**src/hdl/svca_pkg.sv**
```systemverilog
`default_nettype none

package svca_pkg;

  localparam int MAX_CHANNELS = 64;
  localparam int CH_W = $clog2(MAX_CHANNELS);
  localparam int CHAN_CAP = (MAX_CHANNELS < 64) ? MAX_CHANNELS : 64;
  localparam int RESET_CHANNELS = (CHAN_CAP < 8) ? CHAN_CAP : 8;

  localparam int SOUND_W = 9;
  localparam int ORIGIN_W = 16;
  localparam int PRIO_W = 8;
  localparam int ENTRY_W = SOUND_W + ORIGIN_W + PRIO_W;

  typedef enum logic [1:0] {
    REQ_START       = 2'd0,
    REQ_STOP_ORIGIN = 2'd1,
    REQ_FREE        = 2'd2,
    REQ_STOP_ALL    = 2'd3
  } req_t;

  typedef struct packed {
    logic            once_hit;
    logic            org_found;
    logic [CH_W-1:0] org_idx;
    logic            free_found;
    logic [CH_W-1:0] free_idx;
    logic            ev_found;
    logic [CH_W-1:0] ev_idx;
  } scan_result_t;

endpackage

`default_nettype wire

```
**src/hdl/sound_voice_channel_allocator.sv**
```systemverilog
// Voice channel allocator. A request is taken when start is high and busy is low.
// Stop-all, free-channel and silent start requests finish at once and their result
// appears in the next cycle. A start or stop-by-origin request scans the channel
// table in its memory at one entry per cycle, then goes through a wait and a commit
// state. Each request gives exactly one result, shown for one cycle while
// result_valid is high; the receiver cannot stall, so it must take every result
// in that cycle. Writing cfg_data frees every channel.
`default_nettype none

module sound_voice_channel_allocator import svca_pkg::*; (
  input  logic                clk,
  input  logic                rst,
  input  logic                start,
  output logic                busy,
  input  logic [1:0]          req_type,
  input  logic [SOUND_W-1:0]  sound_id,
  input  logic [ORIGIN_W-1:0] origin_id,
  input  logic [PRIO_W-1:0]   priority_req,
  input  logic                once_only,
  input  logic [5:0]          channel_index,
  input  logic                cfg_write,
  input  logic [6:0]          cfg_data,
  output logic                result_valid,
  output logic                granted,
  output logic [5:0]          assigned_channel,
  output logic                first_stop_valid,
  output logic [5:0]          first_stop_channel,
  output logic                second_stop_valid,
  output logic [5:0]          second_stop_channel
);

  typedef enum logic [3:0] {
    ST_IDLE   = 4'b0001,
    ST_SCAN   = 4'b0010,
    ST_WAIT   = 4'b0100,
    ST_COMMIT = 4'b1000
  } state_t;

  function automatic logic [6:0] limit_channels(input logic [6:0] v);
    logic [6:0] n;
    n = {v[6:2], 2'b00};
    if (n < 7'd4) n = 7'd4;
    if (n > 7'(CHAN_CAP)) n = 7'(CHAN_CAP);
    return n;
  endfunction

  function automatic logic [5:0] to_chan(input logic [CH_W-1:0] i);
    logic [CH_W+5:0] t;
    t = {{6{1'b0}}, i};
    return t[5:0];
  endfunction

  function automatic logic [CH_W-1:0] to_idx(input logic [5:0] c);
    logic [CH_W+5:0] t;
    t = {{CH_W{1'b0}}, c};
    return t[CH_W-1:0];
  endfunction

  function automatic logic idx_below(input logic [CH_W-1:0] a, input logic [6:0] b);
    return {{7{1'b0}}, a} < {{CH_W{1'b0}}, b};
  endfunction

  function automatic logic idx_is(input logic [CH_W-1:0] a, input logic [6:0] b);
    return {{7{1'b0}}, a} == {{CH_W{1'b0}}, b};
  endfunction

  state_t              state;
  logic [6:0]          active_channels;
  logic [MAX_CHANNELS-1:0] chan_busy;
  logic [CH_W-1:0]     cnt;
  logic [CH_W-1:0]     idx_d;
  logic                dvalid;
  logic [1:0]          req_q;
  logic [SOUND_W-1:0]  sound_q;
  logic [ORIGIN_W-1:0] origin_q;
  logic [PRIO_W-1:0]   prio_q;
  logic                once_q;

  logic                accept;
  logic                needs_scan;
  logic                free_ok;
  logic [CH_W-1:0]     free_sel;
  logic [ENTRY_W-1:0]  rdata;
  scan_result_t        sr;

  logic                alloc_ok;
  logic [CH_W-1:0]     alloc_idx;
  logic                stop1_ok;
  logic                stop2_ok;

  assign busy = (state != ST_IDLE);
  assign accept = start && !busy;
  assign needs_scan = (req_type == REQ_STOP_ORIGIN) ||
                      ((req_type == REQ_START) && (sound_id != '0));
  assign free_sel = to_idx(channel_index);
  assign free_ok = ({1'b0, channel_index} < active_channels) && chan_busy[free_sel];

  svca_ram #(
    .WIDTH(ENTRY_W),
    .DEPTH(MAX_CHANNELS)
  ) u_ram (
    .clk   (clk),
    .we    ((state == ST_COMMIT) && alloc_ok),
    .waddr (alloc_idx),
    .wdata ({sound_q, origin_q, prio_q}),
    .raddr (cnt),
    .rdata (rdata)
  );

  svca_scan u_scan (
    .clk          (clk),
    .rst          (rst),
    .clear        (accept && needs_scan),
    .dvalid       (dvalid),
    .idx          (idx_d),
    .entry_busy   (chan_busy[idx_d]),
    .entry_sound  (rdata[ENTRY_W-1 -: SOUND_W]),
    .entry_origin (rdata[PRIO_W +: ORIGIN_W]),
    .entry_prio   (rdata[PRIO_W-1:0]),
    .req_sound    (sound_q),
    .req_origin   (origin_q),
    .req_prio     (prio_q),
    .res          (sr)
  );

  always_comb begin
    alloc_ok = 1'b0;
    alloc_idx = sr.free_idx;
    stop1_ok = 1'b0;
    stop2_ok = 1'b0;
    if (req_q == REQ_STOP_ORIGIN) begin
      stop1_ok = sr.org_found;
    end else if (!(once_q && sr.once_hit)) begin
      stop1_ok = sr.org_found;
      if (sr.org_found) begin
        alloc_ok = 1'b1;
        if (!(sr.free_found && (sr.free_idx < sr.org_idx))) begin
          alloc_idx = sr.org_idx;
        end
      end else if (sr.free_found) begin
        alloc_ok = 1'b1;
      end else if (sr.ev_found) begin
        alloc_ok = 1'b1;
        stop2_ok = 1'b1;
        alloc_idx = sr.ev_idx;
      end
    end
  end

  always_ff @(posedge clk) begin
    if (rst) begin
      state <= ST_IDLE;
      active_channels <= 7'(RESET_CHANNELS);
      chan_busy <= '0;
      dvalid <= 1'b0;
      result_valid <= 1'b0;
    end else begin
      dvalid <= (state == ST_SCAN);
      result_valid <= 1'b0;
      if (cfg_write) begin
        active_channels <= limit_channels(cfg_data);
        chan_busy <= '0;
      end
      case (state)
        ST_IDLE: begin
          if (accept) begin
            if (needs_scan) begin
              state <= ST_SCAN;
            end else begin
              result_valid <= 1'b1;
              if (req_type == REQ_STOP_ALL) begin
                chan_busy <= '0;
              end else if ((req_type == REQ_FREE) && free_ok) begin
                chan_busy[free_sel] <= 1'b0;
              end
            end
          end
        end
        ST_SCAN: begin
          if (idx_is(cnt, active_channels - 7'd1)) begin
            state <= ST_WAIT;
          end
        end
        ST_WAIT: begin
          state <= ST_COMMIT;
        end
        ST_COMMIT: begin
          state <= ST_IDLE;
          result_valid <= 1'b1;
          if (stop1_ok) begin
            chan_busy[sr.org_idx] <= 1'b0;
          end
          if (stop2_ok) begin
            chan_busy[sr.ev_idx] <= 1'b0;
          end
          if (alloc_ok) begin
            chan_busy[alloc_idx] <= 1'b1;
          end
        end
        default: begin
          state <= ST_IDLE;
        end
      endcase
    end
  end

  always_ff @(posedge clk) begin
    idx_d <= cnt;
    if (accept) begin
      cnt <= '0;
      req_q <= req_type;
      sound_q <= sound_id;
      origin_q <= origin_id;
      prio_q <= priority_req;
      once_q <= once_only;
    end else if (state == ST_SCAN) begin
      cnt <= cnt + 1'b1;
    end
  end

  always_ff @(posedge clk) begin
    if ((state == ST_IDLE) && accept && !needs_scan) begin
      granted <= 1'b0;
      assigned_channel <= '0;
      second_stop_valid <= 1'b0;
      second_stop_channel <= '0;
      first_stop_valid <= (req_type == REQ_FREE) && free_ok;
      first_stop_channel <= ((req_type == REQ_FREE) && free_ok) ? channel_index : 6'd0;
    end else if (state == ST_COMMIT) begin
      granted <= alloc_ok;
      assigned_channel <= alloc_ok ? to_chan(alloc_idx) : 6'd0;
      first_stop_valid <= stop1_ok;
      first_stop_channel <= stop1_ok ? to_chan(sr.org_idx) : 6'd0;
      second_stop_valid <= stop2_ok;
      second_stop_channel <= stop2_ok ? to_chan(sr.ev_idx) : 6'd0;
    end
  end

  a_grant_marks_busy: assert property (@(posedge clk) disable iff (rst)
    result_valid && granted |-> chan_busy[to_idx(assigned_channel)])
    else $error("granted channel is not marked busy");

  a_evict_needs_grant: assert property (@(posedge clk) disable iff (rst)
    result_valid && second_stop_valid |-> granted)
    else $error("eviction without a grant");

  a_single_stop_path: assert property (@(posedge clk) disable iff (rst)
    result_valid && first_stop_valid |-> !second_stop_valid)
    else $error("origin stop and eviction in one transfer");

  a_scan_in_range: assert property (@(posedge clk) disable iff (rst)
    (state == ST_SCAN) |-> idx_below(cnt, active_channels))
    else $error("scan address beyond the active channels");

endmodule

`default_nettype wire

```
**src/hdl/svca_ram.sv**
```systemverilog
`default_nettype none

module svca_ram #(
  parameter int WIDTH = 8,
  parameter int DEPTH = 64
) (
  input  logic                     clk,
  input  logic                     we,
  input  logic [$clog2(DEPTH)-1:0] waddr,
  input  logic [WIDTH-1:0]         wdata,
  input  logic [$clog2(DEPTH)-1:0] raddr,
  output logic [WIDTH-1:0]         rdata
);

  logic [WIDTH-1:0] mem [DEPTH];

  always_ff @(posedge clk) begin
    if (we) begin
      mem[waddr] <= wdata;
    end
    rdata <= mem[raddr];
  end

endmodule

`default_nettype wire

```
**src/hdl/svca_scan.sv**
```systemverilog
`default_nettype none

module svca_scan import svca_pkg::*; (
  input  logic                clk,
  input  logic                rst,
  input  logic                clear,
  input  logic                dvalid,
  input  logic [CH_W-1:0]     idx,
  input  logic                entry_busy,
  input  logic [SOUND_W-1:0]  entry_sound,
  input  logic [ORIGIN_W-1:0] entry_origin,
  input  logic [PRIO_W-1:0]   entry_prio,
  input  logic [SOUND_W-1:0]  req_sound,
  input  logic [ORIGIN_W-1:0] req_origin,
  input  logic [PRIO_W-1:0]   req_prio,
  output scan_result_t        res
);

  logic origin_hit;

  assign origin_hit = entry_busy && (entry_origin == req_origin);

  always_ff @(posedge clk) begin
    if (rst || clear) begin
      res.once_hit <= 1'b0;
      res.org_found <= 1'b0;
      res.free_found <= 1'b0;
      res.ev_found <= 1'b0;
    end else if (dvalid) begin
      if (origin_hit && (entry_sound == req_sound)) begin
        res.once_hit <= 1'b1;
      end
      if (!res.org_found && origin_hit) begin
        res.org_found <= 1'b1;
        res.org_idx <= idx;
      end
      if (!res.free_found && !entry_busy) begin
        res.free_found <= 1'b1;
        res.free_idx <= idx;
      end
      if (!res.ev_found && (entry_prio >= req_prio)) begin
        res.ev_found <= 1'b1;
        res.ev_idx <= idx;
      end
    end
  end

endmodule

`default_nettype wire
```
**config.mk**
```make
export PLATFORM = sky130hd
export DESIGN_NAME = sound_voice_channel_allocator
export DESIGN_NICKNAME = d
export VERILOG_FILES = /design/src/hdl/svca_pkg.sv /design/src/hdl/sound_voice_channel_allocator.sv /design/src/hdl/svca_ram.sv /design/src/hdl/svca_scan.sv
export SDC_FILE = /design/constraint.sdc
export NUM_CORES = 2
export LEC_CHECK = 0
export BUFFER_PORTS_ARGS = -buffer_cell sky130_fd_sc_hd__buf_2
export CAP_MARGIN = 30
export CORE_UTILIZATION = 40
export DETAILED_ROUTE_END_ITERATION = 6
export GPL_ROUTABILITY_DRIVEN = 1
export PLACE_DENSITY_LB_ADDON = 0.12
export SLEW_MARGIN = 20
export SYNTH_ARGS = -nofsm -noshare
export SYNTH_HDL_FRONTEND = slang
export SYNTH_SLANG_ARGS = --single-unit
```
**constraint.sdc**
```tcl
create_clock -name clk -period 6.62 [get_ports clk]
set_input_delay 0.993 -clock clk [delete_from_list [all_inputs] [get_ports clk]]
set_output_delay 0.993 -clock clk [all_outputs]
set_load 0.1 [all_outputs]
```
; ---- After elaboration in Yosys (flattened, before gate mapping)
; Memory sizes are Yosys's and may differ from the RTL's. A register that Yosys moved wholly into a read port is not among the register bits.
; Cells that the tools add are included.
; Widths: inputs -> output; s select.
[totals]
regBits = 168
latch_bits = 0
mem_bits_rw = 2112
mem_bits_ro = 0
inputBits = 53
out_inout_bits = 23
wordCells = 167
memories = 1
[op_classes]
add_sub_neg = 2
mul = 0
div = 0
n_lt_le_gt_ge = 14
n_eq_ne = 15
n_shift = 0
muxes = 64
bitwise_logic = 8
n_reduce_logical = 38
[memory_table]
columns = memory, words, word_bits, rd, rd_clocked_by_memory_dff, wr, line
row1 = u_ram.mem, 64, 33, 1, 1, 1, svca_ram.sv:15  ; logic [WIDTH-1:0] mem [DEPTH];
[op_table]
columns = op, n
row1 = $mux 64, 13
row2 = $and 64x64->64, 3
row3 = $not 64->64, 3
row4 = $pmux 64 s2, 1
row5 = $mux 6, 12
row6 = $or 64x64->64, 1
row7 = $lt 6x7->1 const B, 5
row8 = $mux 7, 4
row9 = $demux 1 s6, 4
row10 = $ge 6x1->1 const B, 4
row11 = $mux 1, 23
row12 = $logic_and 1x1->1, 19
row13 = $eq 16x16->1, 1
row14 = $bmux 1 s6, 2
row15 = $mux 4, 3
row16 = $pmux 4 s3, 1
row17 = $reduce_and 3->1, 4
row18 = $eq 9x9->1, 1
row19 = $reduce_bool 9->1, 1
row20 = $ge 8x8->1, 1
row21 = $reduce_and 2->1, 4
row22 = $eq 6x7->1, 1
row23 = $gt 7x7->1 const B, 1
row24 = $lt 6x7->1, 1
row25 = 18 further kinds, 28

; ---- Logic depth before layout (Yosys ltp)
[depth]
depth_word = 16
ltp_mapped = 13
depth_no_buf = 11

; ---- By module
; A second synthesis with hierarchy kept.
[unflattened]
hier_cells = 4814
hier_area_um2 = 92077.1
[modules_own_cells]
columns = mod, instances, cells_each, area_per_inst_um2
row1 = svca_ram, 1, 3598, 81192.9
row2 = sound_voice_channel_allocator, 1, 1120, 9696.8
row3 = svca_scan, 1, 96, 1187.4

; ---- Least setup slack after synthesis
; No wires, ideal clock.
[synth_path]
path_kind = reg-to-reg
start = reg u_scan.res[18] (netlist name)
end = mem u_ram.mem[40][0] (netlist name), enable pin
setup_time_ps = 464
t_arrival_ps = 4781
required_ps = 6156
slack_ps = 1375
path_stages_with_launch = 11
n_path_buf = 2
synth_period_minus_slack_ps = 5245
cell_sequence = edfxtp_1 > clkbuf_1 > inv_1 > ha_1 > nand4_1 > o221a_2 > buf_4 > o211ai_1 > nand3b_4 > or4_4 > nor3_1
[synth_via]
elab_chain_cells = 6
[synth_rtl]
columns = item, line
row1 = start: declaration, svca_scan.sv:16  ; output scan_result_t res
row2 = $lt 6x6->1, sound_voice_channel_allocator.sv:137  ; if (!(sr.free_found && (sr.free_idx < sr.org_idx))) begin
row3 = $logic_and 1x1->1, sound_voice_channel_allocator.sv:137
row4 = $mux 6 *, sound_voice_channel_allocator.sv:137
row5 = $mux 6 *, sound_voice_channel_allocator.sv:135  ; if (sr.org_found) begin
row6 = $mux 6 *, sound_voice_channel_allocator.sv:133  ; end else if (!(once_q && sr.once_hit)) begin
row7 = $mux 6 *, sound_voice_channel_allocator.sv:131  ; if (req_q == REQ_STOP_ORIGIN) begin
row8 = end: declaration, svca_ram.sv:15
; Every way passes the cells marked *; elsewhere a longest branch is shown, timed or not.

; ---- Worst setup path in the final report
[layout_path]
start = reg u_scan.res[19] (netlist name)
end = mem u_ram.mem[53][22] (netlist name), enable pin
; Same word-level chain as after synthesis.

==> results.json <==
{
  "status": "finished, violations left",
  "violations": "DRC",
  "drv_slew": 0,
  "drcViolationCount": 2,
  "drt_iter0_drc": 4955,
  "synth_top_family_by_area": "multiplexers",
  "postLayoutCellArea_mm2": 0.105,
  "start_util_pct": 40.3,
  "netSwitchingPower_mw": 6.32,
  "avgSynthCellArea_um2": 21.0,
  "hp-class": "in -> reg",
  "rr_endpoint": "u_ram.mem[53][22]",
  "mostFrequentLayoutCells": "2173 x edfxtp_1, 720 x mux4_2, 241 x clkbuf_16",
  "regArea_mm2": 0.0680,
  "post_cts_buffers": 0,
  "hold_start": "origin_id[5]",
  "final_core_util_pct": 46.2,
  "cp-startpoint": "u_scan.res[19]",
  "arrival_ns": 5.18,
  "setup_tns_ns": 0,
  "p_clk_share_pct": 44.2,
  "grt_first_pass_wirelength_um": 346000,
  "clk_latency_ns": 0.87,
  "ir_drop_mv": 0.217,
  "via_per_inst": 5.81,
  "wire_per_inst_um": 30.7,
  "reg2reg_setup_slack_ns": 1.97,
  "crit_path_top_delay_cell": "nor2_4",
  "fillCellCount": 19000,
  "p_sw_share_pct": 20.9,
  "root_buffer": "clkbuf_16",
  "routed_wl_um": 240000,
  "vias": 45600,
  "post-place-cells": 7374,
  "yosys_warnings": 0,
  "ios": 76,
  "critPathTopFamily": "simple AND/OR/NAND/NOR gates",
  "rr_worst_depth": 10,
  "finalHoldViolCount": 0,
  "p_comb_share_pct": 2.6,
  "fin_crit_sh_pct": 70.3,
  "cts_resized": 0,
  "synthXorXnorAreaFrac_pct": 0.335,
  "min_to": "origin_q[5]",
  "cts_buffer_depth": 3,
  "cp_max_fo": 22,
  "drive_above_1_share_pct": 30.2,
  "ys_types": 81,
  "fp.dieH_um": 480,
  "core_area_mm2": 0.227,
  "p_leak_nw": 31.8,
  "grt_max_degree": 117,
  "startpoint_type": "flop",
  "power_density_mw_per_mm2": 288,
  "rr_startpoint": "u_scan.res[19]",
  "postSynth.asyncResetShare_pct": 0,
  "max-slew-margin-rel_pct": 31.3,
  "endpoint_kind": "flop",
  "worst-path-buf-inv": 2,
  "synth_seq_area_share_pct": 74.3,
  "postCtsHoldBufs": 0,
  "cts_made_buffers": 239,
  "finalNetCount": 4679,
  "grt_pass1_vias": 46100,
  "rsz0062_at_grt": "no",
  "critical_path_required_ns": 7.15,
  "track_usage_pct": 20.9,
  "htree_levels": 4,
  "synth_fa_ha_area_share_pct": 0.246,
  "hold_depth": 1,
  "ant_nets": 0,
  "hold-worst-slack_ns": 0.314,
  "worstMarginPinSlew_ns": 1.02,
  "crit_type": "reg -> reg",
  "finClkSkew_ns": 0.0331,
  "port_buffers": 73,
  "min_period_ns": 4.65,
  "ys_seq_elements": 2311,
  "antenna_found_initial": 13,
  "dp_hpwl_um": 142000,
  "grt_overflow_total": 0,
  "cts_tree": "done",
  "synth_compound_area_share_pct": 3.24,
  "clk_pin_slew_ns": 0.06,
  "final_common_cell": "edfxtp_1",
  "dr.pass1.iters": 7,
  "max_freq_mhz": 215,
  "syn_inst": 4352,
  "row_count": 175,
  "synth_fp_nets": 4423,
  "seqPwrFrac_pct": 53.2,
  "cellInternalPower_mw": 23.9,
  "gp_congestion": 0.872,
  "cts.sinks": 2311,
  "cpPeakStageDelay_ns": 0.90,
  "die_x_um": 480,
  "synthMuxAreaShare_pct": 17.9,
  "dieArea_mm2": 0.231,
  "synth-main-ff-cell": "edfxtp_1",
  "path_cells": "inv_1 -> ha_1 -> a211oi_2 -> o221a_2 -> a31oi_1 -> and2_1 -> nor2_1 -> nand2_1 -> nor2_4 -> buf_4",
  "area_growth_pct": 14.8,
  "multi_input_area_mm2": 0.0229,
  "synth-simple-area-share_pct": 2.66,
  "dpl-instance-area_mm2": 0.0972,
  "setup_viol": 0,
  "fin_cells": 7840,
  "cap_viol_max_count": 0,
  "syn-cell-area_mm2": 0.0915,
  "synth-edff-count": 2173
}
## power by group through the flow
stage	Clock [mW]	Combinational (mW)	Sequential (mW)
after floorplan	0	0.332	16.5
after global placement	0	0.749	16.4
after detailed placement	0	0.774	16.4
after CTS	13.7	0.775	16.1
after global routing	14.2	0.835	16.1
final	13.4	0.774	16.1
## cell type report
cell class | count | area share [%]
flip-flops and latches | 2311 | 64.7
well taps | 3009 | 3.58
repair buffers | 275 | 2.35
multi-input cells | 1749 | 21.7
diodes | 10 | 0.0238
clock inverters | 167 | 1.52
inverters | 32 | 0.114
clock buffers | 287 | 5.93
## registers in the layout (all words and copies together) (netlist names), 2 cells and up
name	flops
prio_q	8
first_stop_channel	6
chan_busy	64
idx_d	6
u_ram.mem	2112
origin_q	16
cnt	6
second_stop_channel	6
u_ram.rdata	33
sound_q	9
u_scan.res	22
active_channels	5
assigned_channel	6
req_q	2
state	4
## Yosys cell counts (4+ instances only)
library cell	count	share of area [%]
edfxtp_1	2173	71
mux4_2	720	18
nor2_1	203	0.83
clkbuf_1	165	0.68
nand2_1	154	0.63
dfxtp_1	138	3.0
a21oi_1	86	0.47
buf_1	70	0.29
o21ai_0	63	0.34
o31ai_1	55	0.45
a21o_1	47	0.39
nand3_1	44	0.24
nor3_1	40	0.22
o221ai_1	39	0.37
inv_1	32	0.13
xor2_1	25	0.24
nor2b_1	24	0.16
o211ai_1	22	0.18
ha_1	18	0.25
buf_2	14	0.077
nand2b_1	14	0.096
or3_1	13	0.089
mux2i_1	11	0.12
nor4_1	10	0.068
o2bb2ai_1	10	0.096
xnor2_1	10	0.096
a211oi_1	8	0.066
a221oi_1	8	0.077
nand4_1	8	0.055
o22ai_1	8	0.055
a22o_1	7	0.067
and3_1	7	0.048
buf_4	7	0.057
o311ai_0	7	0.067
a31oi_1	6	0.041
a32oi_1	5	0.048
o21ai_1	5	0.027
o41ai_1	5	0.048
buf_6	4	0.049
mux2_2	4	0.049
## logic make-up after synthesis
kind of cell	count (synthesis)
xor gates and xnor gates	35
AOI/OAI and AO/OA	421
DFF	2311
buffers and inverters	292
and+or+nand+nor	538
muxes	737
adders and majority gates	18
## worst max path at each step
stage               cells past startpoint  slack, ns                end
global placement                        9       1.72   u_ram.mem[4][28]
floorplan                              10       1.37   u_ram.mem[40][0]
detailed placement                      9       1.77      chan_busy[41]
finish                                 10       1.97  u_ram.mem[53][22]
CTS                                     9       1.91    u_ram.mem[4][4]
global route                           10       1.74  u_ram.mem[53][22]
## worst reg2reg max path, delay by kind of cell (launching register included)
kind            cells  cell delay [ns]
fa+ha+maj           1             0.31
flops               1             0.48
simple gates        4             2.10
buf+inv             2             0.64
compound gates      3             0.79
## metal layers
metal  track usage [%]  vias to the layer above  wire length, µm
li1                  -                    19000                -
met1              31.6                    24800           110000
met2              31.8                     1531           111000
met3              3.44                      330            14900
met4              4.88                        0             4820
met5                 0                        -                0
## metrics by stage
stage / worst slack, ns / power, mW
2_1_floorplan: 1.37 / 16.8
3_3_place_gp: 1.72 / 17.1
3_5_place_dp: 1.77 / 17.2
4_1_cts: 1.91 / 30.5
5_1_grt: 1.74 / 31.1
6_report: 1.97 / 30.2
Note: power is estimated with default switching activity, not from simulation.
